==> src/rtl/core/wtm_node_mem.sv <==
`default_nettype none

module wtm_node_mem #(
  parameter int RUNS       = 8,
  parameter int DATA_WIDTH = 32
) (
  input  wire logic                           clk,
  input  wire logic                           rst_n,
  input  wire logic                           clr,
  input  wire logic                           we,
  input  wire logic [$clog2(2*RUNS)-1:0]      wa,
  input  wire logic                           w_exh,
  input  wire logic [$clog2(RUNS)-1:0]        w_run,
  input  wire logic [DATA_WIDTH-1:0]          w_val,
  input  wire logic [$clog2(2*RUNS)-1:0]      ra0,
  input  wire logic [$clog2(2*RUNS)-1:0]      ra1,
  output logic                                r0_exh,
  output logic      [$clog2(RUNS)-1:0]        r0_run,
  output logic      [DATA_WIDTH-1:0]          r0_val,
  output logic                                r1_exh,
  output logic      [$clog2(RUNS)-1:0]        r1_run,
  output logic      [DATA_WIDTH-1:0]          r1_val,
  // copy of the root node
  output logic                                root_exh,
  output logic      [$clog2(RUNS)-1:0]        root_run,
  output logic      [DATA_WIDTH-1:0]          root_val
);

  localparam int NODES  = 2 * RUNS;
  localparam int NODE_W = $clog2(NODES);
  localparam int RUN_W  = $clog2(RUNS);
  localparam int ENT_W  = 1 + RUN_W + DATA_WIDTH;
  localparam logic [NODE_W-1:0] ROOT = NODE_W'(1);

  logic [ENT_W-1:0]      node_mem [NODES];
  logic [ENT_W-1:0]      rd0_r;
  logic [ENT_W-1:0]      rd1_r;
  logic [NODES-1:0]      vld_r;
  logic                  rd0_vld_r;
  logic                  rd1_vld_r;
  logic                  root_exh_r;
  logic [RUN_W-1:0]      root_run_r;
  logic [DATA_WIDTH-1:0] root_val_r;

  // node storage, one write and two registered reads
  always_ff @(posedge clk) begin
    if (we) begin
      node_mem[wa] <= {w_exh, w_run, w_val};
    end
    rd0_r <= node_mem[ra0];
    rd1_r <= node_mem[ra1];
  end

  // valid bits and root copy, unwritten nodes read as exhausted
  always_ff @(posedge clk) begin
    if (!rst_n) begin
      vld_r      <= '0;
      rd0_vld_r  <= 1'b0;
      rd1_vld_r  <= 1'b0;
      root_exh_r <= 1'b1;
    end else begin
      rd0_vld_r <= vld_r[ra0];
      rd1_vld_r <= vld_r[ra1];
      if (clr) begin
        vld_r      <= '0;
        root_exh_r <= 1'b1;
      end else if (we) begin
        vld_r[wa] <= 1'b1;
        if (wa == ROOT) begin
          root_exh_r <= w_exh;
        end
      end
    end
  end

  // root payload
  always_ff @(posedge clk) begin
    if (we && (wa == ROOT)) begin
      root_run_r <= w_run;
      root_val_r <= w_val;
    end
  end

  assign r0_exh   = ~rd0_vld_r | rd0_r[ENT_W-1];
  assign r0_run   = rd0_r[ENT_W-2:DATA_WIDTH];
  assign r0_val   = rd0_r[DATA_WIDTH-1:0];
  assign r1_exh   = ~rd1_vld_r | rd1_r[ENT_W-1];
  assign r1_run   = rd1_r[ENT_W-2:DATA_WIDTH];
  assign r1_val   = rd1_r[DATA_WIDTH-1:0];
  assign root_exh = root_exh_r;
  assign root_run = root_run_r;
  assign root_val = root_val_r;

endmodule

`default_nettype wire

==> config.mk <==
export PLATFORM = sky130hd
export DESIGN_NAME = wtm_node_mem
export DESIGN_NICKNAME = d
export VERILOG_FILES = /design/src/rtl/core/wtm_node_mem.sv
export SDC_FILE = /design/constraint.sdc
export NUM_CORES = 1
export LEC_CHECK = 0
export BUFFER_PORTS_ARGS = -buffer_cell sky130_fd_sc_hd__buf_2
export CAP_MARGIN = 0
export CORE_UTILIZATION = 30
export CTS_BUF_LIST = sky130_fd_sc_hd__clkbuf_4
export DETAILED_ROUTE_END_ITERATION = 6
export GPL_TIMING_DRIVEN = 0
export PLACE_DENSITY = 0.43
export SYNTH_ARGS = -nofsm -noshare
export SYNTH_HDL_FRONTEND = slang
export SYNTH_SLANG_ARGS = --single-unit
==> constraint.sdc <==
create_clock -name clk -period 8 [get_ports clk]
set_input_delay 0 -clock clk [delete_from_list [all_inputs] [get_ports clk]]
set_output_delay 0 -clock clk [all_outputs]
set_load 0.01 [all_outputs]
---- Word level (Yosys, flattened, before mapping) ----
Memory sizes are Yosys's and may differ from the RTL's. A register that Yosys moved wholly into a read port is not among the register bits.
Cells that the tools add are included.
word-level totals
  bits in registers ....................... 54
  bits of input ports ..................... 52
  output and inout bits ................... 108
  memory bits (writable) .................. 576
  memories kept ........................... 1
memory list
  name      depth  bits a word  read ports  clocked after Yosys merged registers in  wr ports  line  source
  node_mem  16     36           2           2                                        1         35    logic [ENT_W-1:0] node_mem [NODES];
operators by class
  reduce and logical (&&, ||, !) cells .... 4
  muxes and demuxes ....................... 8
  bitwise gates (word level) .............. 6
  $lt $le $gt $ge ......................... 4
  equal/unequal tests ..................... 1
operator list
  operator                                                            number
  OR 16 bit                                                           1
  less-than comparator 4 x 5 -> 1 bit (second input constant)         3
  binary-select mux 1 bit (select 4 bit)                              2
  2-to-1 mux 1 bit                                                    5
  demux 1 bit (select 4 bit)                                          1
  equality test 4 x 1 -> 1 bit (second input constant)                1
  greater-or-equal comparator 4 x 1 -> 1 bit (second input constant)  1
  NOT 1 bit                                                           3
  logical AND 1 bit                                                   2
  OR 1 bit                                                            2
  AND reduction 2 bit                                                 1
  OR reduction 2 bit                                                  1

---- Logic depth before layout (Yosys ltp) ----
Gate-level depths: netlist (run 1).
  depth after elaboration ................. 5
  mapped depth ............................ 7
  mapped depth without buffers ............ 4

---- Least setup slack after synthesis (run 1) ----
No wires, ideal clock.
  kind .................................... input to register
  start ................................... in wa[3]
  end ..................................... mem node_mem[0][0] (netlist name), enable pin
  cell stages on the path ................. 2
  slack ................................... 4,473 ps
  data required time ...................... 7,523 ps
  library setup time ...................... 477 ps
  data arrival time ....................... 3,051 ps
  path through ............................ or3b_2 nor3_1
RTL lines
  what                line  source
  start: declaration  11    input wire logic [$clog2(2*RUNS)-1:0] wa,
  end: declaration    35
No word-level cell before the write port.

---- Worst setup path after layout (run 1) ----
  start ................................... in wa[2]
  end ..................................... mem node_mem[0][17] (netlist name), enable pin
No word-level cell before the write port.

==> results of run 1 <==
==> state kept, by name (all words and copies together) (netlist names) <==
name	cells
vld_r	16
rd0_vld_r	1
root_val	23
rd1_vld_r	1
node_mem	553
rd1_r	36
root_exh	1
rd0_r	36
==> per-layer routing <==
layer	global-route usage [%]	wire [um]	part of all wire [%]	vias to the layer above
met3	4.01	4670	5.2	139
met5	0	12	0.013	-
met2	31.5	45800	51	523
met1	24.1	38200	42	8868
met4	5.88	1900	2.1	2
li1	-	-	-	7215
==> through the flow <==
| stage | hold slack [ns] | utilization [%] | power [mW] | worst slack (ns) | instance area [sq um] |
|---|---|---|---|---|---|
| 2_1_floorplan | 0.0989 | - | 4.41 | 4.47 | 28900 |
| 3_3_place_gp | 0.307 | 32.8 | 4.70 | -0.00647 | 31200 |
| 5_1_grt | 0.0672 | 37.4 | 8.20 | 5.05 | 35600 |
| 3_5_place_dp | 0.310 | 33.6 | 4.72 | 5.26 | 32000 |
| 4_1_cts | 0.00447 | 37.4 | 7.99 | 5.16 | 35600 |
| 6_report | 0.136 | 37.4 | 7.86 | 5.00 | 35600 |
==> path summary, 6_finish.rpt <==
path,cells past startpoint,slack (ns),to
max,9,5.00,node_mem[0][17]
max reg2reg,5,5.60,rd1_r[35]
min reg2reg,1,0.49,vld_r[5]
min,5,0.14,vld_r[2]
==> final cells by class <==
type / count / area, sq um / share of cell area (%)
well taps: 1265 / 1580 / 4.45
clock inverters: 48 / 270 / 0.760
multi-input cells: 589 / 8540 / 24.0
flip-flops and latches: 667 / 19100 / 53.8
clock buffers: 291 / 2180 / 6.14
plain buffers: 207 / 1340 / 3.78
diodes: 4 / 10.0 / 0.0281
repair buffers: 302 / 2520 / 7.08
==> where the power goes <==
group / leakage [nW] / total [mW] / switching [mW] / internal (mW)
combinational: 4.78 / 0.752 / 0.402 / 0.351
sequential: 5.96 / 3.92 / 0.0397 / 3.88
clock: 1.47 / 3.19 / 1.49 / 1.69
total: 12.2 / 7.86 / 1.94 / 5.93
==> synthesized netlist by cell type <==
library cell,instances
edfxtp_1,576
mux4_2,292
a22oi_1,144
buf_4,113
dfxtp_1,91
nand2_1,80
clkbuf_1,52
buf_2,18
buf_6,16
o21a_1,16
nor2_1,14
buf_1,8
mux2i_1,8
nor2b_1,7
nand2b_1,6
nand3_1,6
nor3_1,4
o211ai_1,4
and2_1,2
nand3b_1,2
o22ai_1,2
o21ai_0,1
or3b_2,1
==> cells by family (layout without fill, tap and decap cells) <==
logic type / Yosys count / in the layout / synth area share [%]
AO/OA/AOI/OAI: 167 / 167 / 4.32
buffers and inverters: 207 / 848 / 4.65
flip-flops: 667 / 667 / 66.2
multiplexers: 300 / 300 / 23.0
other: 0 / 4 / 0
AND/OR/NAND/NOR: 122 / 122 / 1.80
==> critical path, delay by kind of cell <==
family / cells / cell delay [ns]
buffers and inverters: 7 / 2.60
and+or+nand+nor: 2 / 1.10
==> what timing repair did <==
| item | CTS | global route |
|---|---|---|
| resized for setup | 0 | 0 |
| hold buffers | 108 | 0 |
| hold endpoints to repair | 1176 | 0 |
==> run metrics, run 1 <==
post-synthesis cell area 28900 sq um; crit path cell chain dlygate4sd3_1 -> buf_2 -> dlygate4sd3_1 -> or3b_2 -> dlygate4sd3_1 -> nor3_2 -> buf_8 -> buf_6 -> buf_4; total grt overflow 0; HP Class input port to flip-flop; r2r startpoint node_mem[8][35]; DRC Markers 0; Post-Syn Instances 1463; First-pass DRT Iterations 5; Cell Rows 113; critical path type input port to flip-flop; initial antenna violation count 3; commonest non-fill, non-tap cells in the layout 576 x edfxtp_1, 292 x mux4_2, 291 x clkbuf_4; sum of negative setup slack 0 ns; #FFs+latches synth 667; Slew Limit Headroom 6.77%; slowest stage delay, CP 0.71 ns; H-tree lvl count 4; Final ANT Viol Nets 0; Worst-path clk slew 0.07 ns; Synth cell types 23; Fillers 8949; Max-Cap Viols 0; final period utilization 37.5%; Worst Setup End Kind flip-flop; CP max FO 8; fin nets 2000; Clock Sinks 667; post-placement cell count 2922; TritonCTS clock tree done; post-synth top area share 59.9%; Clock Latency Late Sink 1.07 ns; slowest stage cell, crit path dlygate4sd3_1; post-synth top area cell edfxtp_1; Ys Warns 0; WP data arrival 3.73 ns; RePlAce Congestion 0.750; worst min-delay path startpoint rst_n; RSZ-0062 raised after global routing false; status completed; PD cells 221 nW/um^2; Setup-failing EPs final 0; Tmin final 3.00 ns; Worst-Margin Slew 1.39 ns; Seq/Total Area, Yosys 66.2%; Starting Density 30.4%; layout cells sized above 1 45.7%; Area Growth Syn to Fin 23.1%; Core ar. 95200 sq um; Fmax 334 MHz; Critical Path Start Type input port; Mapped Nets 1515; most common cell after layout, fill and taps aside edfxtp_1; required time worst endpoint 8.73 ns; Layout Cells excl Fill 3373; Die X 312 um; Leak Pwr 12.2 nW; Die Y 312 um; Global Route Usage Sum 18.7%; vias 16700; DR iter-0 viols 1069; largest cells by area after synthesis edfxtp_1 60%, mux4_2 23%, dfxtp_1 6.3%, a22oi_1 3.7%, buf_4 2.9%; Max Buffers Root-to-Sink 3; Final Max Tran Viols 0; WL final 90.6 mm; Avg Cell Area, Syn 19.7 sq um; post-DR wirelength/cell 26.9 um; port buffer count 153; Total Die Area 97500 sq um; maximum number of pins on one net before global-route repair 21; CP startpoint wa[2]; setup repair bufs after CTS 0; Worst VDD drop 128 uV; total CTS buffers 181; number of I/O pins 160; number of global-route vias before repair 18300; global-route wire length before repair 129 mm; CP most frequent cell dlygate4sd3_1; Via density 4.97; Clock Skew 0.0700 ns; clk root buf clkbuf_4; Hold Vio Cnt, Final 0; Post-DP HPWL 59.4 mm
No activity file was read; power rests on OpenSTA's default activity.
==> inputs of run 2 (changes only) <==
Settings changed: PLACE_DENSITY 0.43 to 0.45.
Clock period 8 ns to 2.75 ns, I/O delays scaled along.
==> run metrics, run 2 (same netlist as run 1, synthesis figures left out) <==
Post-DP HPWL 59.7 mm; HP Class input port to flip-flop; Area Growth Syn to Fin 23.8%; final period utilization 95.8%; Core ar. 95200 sq um; r2r startpoint root_val[1]; Final Core Density 37.6%; fin nets 1991; Register-to-Register Path Depth 5; CP most frequent cell dlygate4sd3_1; Hold Path Depth 5; Via density 5.05; Tmin final 2.63 ns; vias 17000; Buf+Inv Stages, Crit Path 5; TritonCTS clock tree done; Clock Skew 0.0736 ns; clk root buf clkbuf_4; worst min-delay path startpoint rst_n; top flop regs node_mem (553), rd0_r (36), rd1_r (36); port buffer count 153; status completed; critical path type input port to flip-flop; CP top delay family buffers and inverters; initial antenna violation count 5; commonest non-fill, non-tap cells in the layout 576 x edfxtp_1, 292 x mux4_2, 281 x clkbuf_4; Cell Rows 113; layout cells sized above 1 45.4%; number of I/O pins 160; Final Max Tran Viols 0; Slew Limit Headroom 16.3%; Die X 312 um; Post-Layout Inst Area 35800 sq um; number of global-route vias before repair 18400; H-tree lvl count 4; Leak Pwr 12.3 nW; RePlAce Congestion 0.736; CP max FO 9; PD cells 641 nW/um^2; final setup margin 0.115 ns; Hold Path End vld_r[4]; Die Y 312 um; hold slack final 0.161 ns; First-pass DRT Iterations 5; DRC Markers 0; Critical Path Start Type input port; Max-Cap Viols 0; crit path cell chain dlygate4sd3_1 -> buf_2 -> nor2_2 -> dlygate4sd3_1 -> a22oi_1 -> dlygate4sd3_1 -> nand2_1 -> dlygate4sd3_1; Layout Cells excl Fill 3361; total grt overflow 0; slowest stage delay, CP 1.02 ns; Starting Density 30.4%; Setup WS pre-CTS 0.114 ns; Max Buffers Root-to-Sink 3; Hold Vio Cnt, Final 0; WL final 90.5 mm; CP Depth 8; RSZ-0062 raised after global routing false; Area after DPL 32200 sq um; maximum number of pins on one net before global-route repair 21; Worst-Margin Slew 1.25 ns; post-DR wirelength/cell 26.9 um; slowest stage cell, crit path dlygate4sd3_1; Top reg by flops node_mem; total CTS buffers 180; most common cell after layout, fill and taps aside edfxtp_1; DR iter-0 viols 1260; flop2flop setup slack 0.32 ns; Worst-path clk slew 0.08 ns; Worst VDD drop 392 uV; Total Die Area 97500 sq um; Fmax 380 MHz; Fillers 8902; global-route wire length before repair 129 mm; Clock Latency Late Sink 1.08 ns; required time worst endpoint 3.75 ns; post-placement cell count 2916; Worst R2R End rd1_r[1]; max reg flops 553; Worst Setup End Kind flip-flop; WP data arrival 3.64 ns; Final ANT Viol Nets 0; Clock Sinks 667; Global Route Usage Sum 18.8%; setup repair bufs after CTS 0; Setup-failing EPs final 0
-- run 2: stage by stage --
step / TNS (ns) / power, mW
final: 0 / 22.9
after CTS: 0 / 23.3
after global placement: -1218.86 / 13.7
after global routing: 0 / 23.9
after detailed placement: 0 / 13.8
after floorplan: 0 / 12.8
-- run 2: how the worst max path moves through the flow --
stage               startpoint               to  slack, ns
floorplan                wa[3]  node_mem[1][23]       0.18
global placement         wa[3]         root_exh      -2.83
detailed placement      ra0[2]        rd0_r[20]       0.11
CTS                     ra1[1]         rd1_r[1]       0.08
global route             wa[3]         root_exh       0.14
finish                  ra1[2]         rd1_r[1]       0.12
-- run 2: power by group --
part | total [mW] | internal [mW] | switching [mW] | leakage [nW]
registers | 11.4 | 11.3 | 0.112 | 5.96
logic | 2.22 | 1.03 | 1.19 | 4.84
clock network | 9.29 | 4.96 | 4.33 | 1.45
total | 22.9 | 17.3 | 5.63 | 12.3
-- run 2: per-layer routing --
metal	wire length [um]	global-route usage, %
met1	38100	24.4
met2	43500	30.0
met5	52	0
met3	6450	5.32
met4	2400	6.47
-- run 2: worst register-to-register path, stage by stage (launching register included) --
cell,delay [ns]
edfxtp_1,0.46
mux4_2,0.49
a22oi_1,0.17
dlygate4sd3_1,0.58
nand2_1,0.06
dlygate4sd3_1,0.58
-- run 2: area by class of cell --
type	instances	area, sq um	area share [%]
Clock buffer	281	2110	5.90
Timing Repair Buffer	294	2690	7.52
Tap cell	1265	1580	4.43
Antenna cell	4	10.0	0.0280
Buffer	207	1350	3.76
Sequential cell	667	19100	53.5
Clock inverter	54	342	0.955
Multi-Input combinational cell	589	8560	23.9
-- run 2: timing repair --
action / in CTS / in global routing
endpoints found under the hold margin: 1133 / 0
setup endpoints to repair: 0 / 1
hold buffers: 106 / 0
resized for setup: 0 / 6
==> inputs of run 3 (changes only) <==
Settings changed: GPL_TIMING_DRIVEN 0 to not set.
==> run metrics, run 3 (same netlist as run 1, synthesis figures left out) <==
total CTS buffers 186; Worst VDD drop 364 uV; H-tree lvl count 4; slowest stage delay, CP 0.60 ns; Clock Sinks 667; total grt overflow 0; Fmax 401 MHz; Cell Rows 113; RSZ-0062 raised after global routing false; Reg power frac 49.9%; Worst-path clk slew 0.06 ns; maximum number of pins on one net before global-route repair 68; critical path type flip-flop to flip-flop; CP max FO 4; PD cells 662 nW/um^2; top flop regs node_mem (553), rd0_r (36), rd1_r (36); Slew Limit Headroom 46.8%; CTS resizes 0; final setup margin 0.257 ns; grt met2 use 28.4%; Leak Pwr 11.6 nW; Area Growth Syn to Fin 19.9%; required time worst endpoint 3.63 ns; P_int 17.4 mW; sum of negative setup slack 0 ns; Post-DP HPWL 46.2 mm; DR iter-0 viols 1171; slowest stage cell, crit path dlygate4sd3_1; max reg flops 553; Max-Cap Viols 0; Global Route Usage Sum 17.7%; most common cell after layout, fill and taps aside edfxtp_1; number of I/O pins 160; Fillers 8932; Setup-failing EPs final 0; Starting Density 30.4%; multi-input logic area 8610 sq um; commonest non-fill, non-tap cells in the layout 576 x edfxtp_1, 292 x mux4_2, 290 x clkbuf_4; Max Buffers Root-to-Sink 3; CP most frequent cell dlygate4sd3_1; Via density 5.07; Net Sw Frac 24.0%; Final ANT Viol Nets 0; total power 22.9 mW; WP data arrival 3.37 ns; RePlAce Congestion 0.713; Final Core Density 36.4%; Die Y 312 um; global-route wire length before repair 124 mm; final period utilization 90.7%; status completed; global route hottest layer met2; Clock Latency Late Sink 1.02 ns; Tmin final 2.49 ns; Hold Vio Cnt, Final 0; Worst-Margin Slew 0.798 ns; vias 16300; Top reg by flops node_mem; Setup WS pre-CTS 0.887 ns; Total Die Area 97500 sq um; TritonCTS clock tree done; grt met3 use 3.72%; Area after DPL 30900 sq um; sequential cell area 19100 sq um; layout cells sized above 1 43.4%; met1 Use GR 23.9%; Die X 312 um; clk root buf clkbuf_4; initial antenna violation count 6; First-pass DRT Iterations 5; post-DR wirelength/cell 26.7 um; Critical Path Start Type flip-flop; Core ar. 95200 sq um; Clock Skew 0.0578 ns; crit path cell chain mux4_2 -> a22oi_1 -> dlygate4sd3_1 -> nand2_1 -> dlygate4sd3_1; HP Class input port to flip-flop; Final Max Tran Viols 0; Post-Layout Inst Area 34600 sq um; number of global-route vias before repair 17900; DRC Markers 0; port buffer count 159; fin nets 1822; WL final 85.5 mm; combinational share of power 8.4%; clock network fraction of total power 41.7%; NetSw 5.49 mW; Worst Setup End Kind flip-flop
## run 3: cell types whose count changed in the layout (fill, tap and decap cells not counted), moves of 4 or more
cell | before | now
dlygate4sd3_1 | 106 | 112
buf_1 | 8 | 0
clkbuf_1 | 50 | 0
inv_2 | 0 | 4
nor2b_1 | 7 | 3
buf_2 | 171 | 155
buf_4 | 113 | 24
clkinv_1 | 32 | 42
buf_6 | 16 | 2
buf_16 | 24 | 0
nor2b_4 | 0 | 4
diode_2 | 4 | 9
buf_12 | 7 | 31
clkbuf_4 | 281 | 290
## run 3: timing repair
item	CTS	global route
endpoints found under the hold margin	1243	0
hold buffers	112	0
buffers inserted	0	0
## run 3: cell type report
cell class                 count  area share (%)
multi-input combinational    589            24.9
tap                         1265            4.57
clock buffer                 290            6.29
antenna                        9          0.0650
clock inverter                59            1.07
sequential                   667            55.2
timing repair buffer         326            7.94
## run 3: worst max-delay path, delay by kind of cell, from the launching register on
kind / cells / cell delay (ns)
and+or+nand+nor: 1 / 0.06
muxes: 1 / 0.51
DFF: 1 / 0.47
AOI/OAI and AO/OA: 1 / 0.18
buffers and inverters: 2 / 1.16
## run 3: power groups by stage
stage	clock network [mW]	registers [mW]	logic [mW]
4_1_cts	9.90	11.5	1.98
3_5_place_dp	0	11.7	1.84
3_3_place_gp	0	11.7	1.83
5_1_grt	10.4	11.5	2.08
2_1_floorplan	0	11.6	1.25
6_report	9.56	11.4	1.93
## run 3: stage by stage
stage	instances	hold slack, ns
3_5_place_dp	2735	0.323
3_3_place_gp	2735	0.324
2_1_floorplan	1463	0.0989
4_1_cts	3196	0.0545
5_1_grt	3204	0.146
6_report	3205	0.243
## run 3: layer usage
metal  part of all wire [%]  vias to the layer above
li1                       -                     6849
met1                     44                     8752
met2                     49                      532
met3                    5.2                      128
met4                    1.7                        2
met5                  0.015                        -
## run 3: path summary, 6_finish.rpt
path	start	end	slack, ns	cells past startpoint
max	root_val[4]	rd0_r[4]	0.26	5
min	ra0[1]	rd0_r[3]	0.24	5
max reg2reg	root_val[4]	rd0_r[4]	0.26	5
min reg2reg	vld_r[13]	vld_r[13]	0.49	1
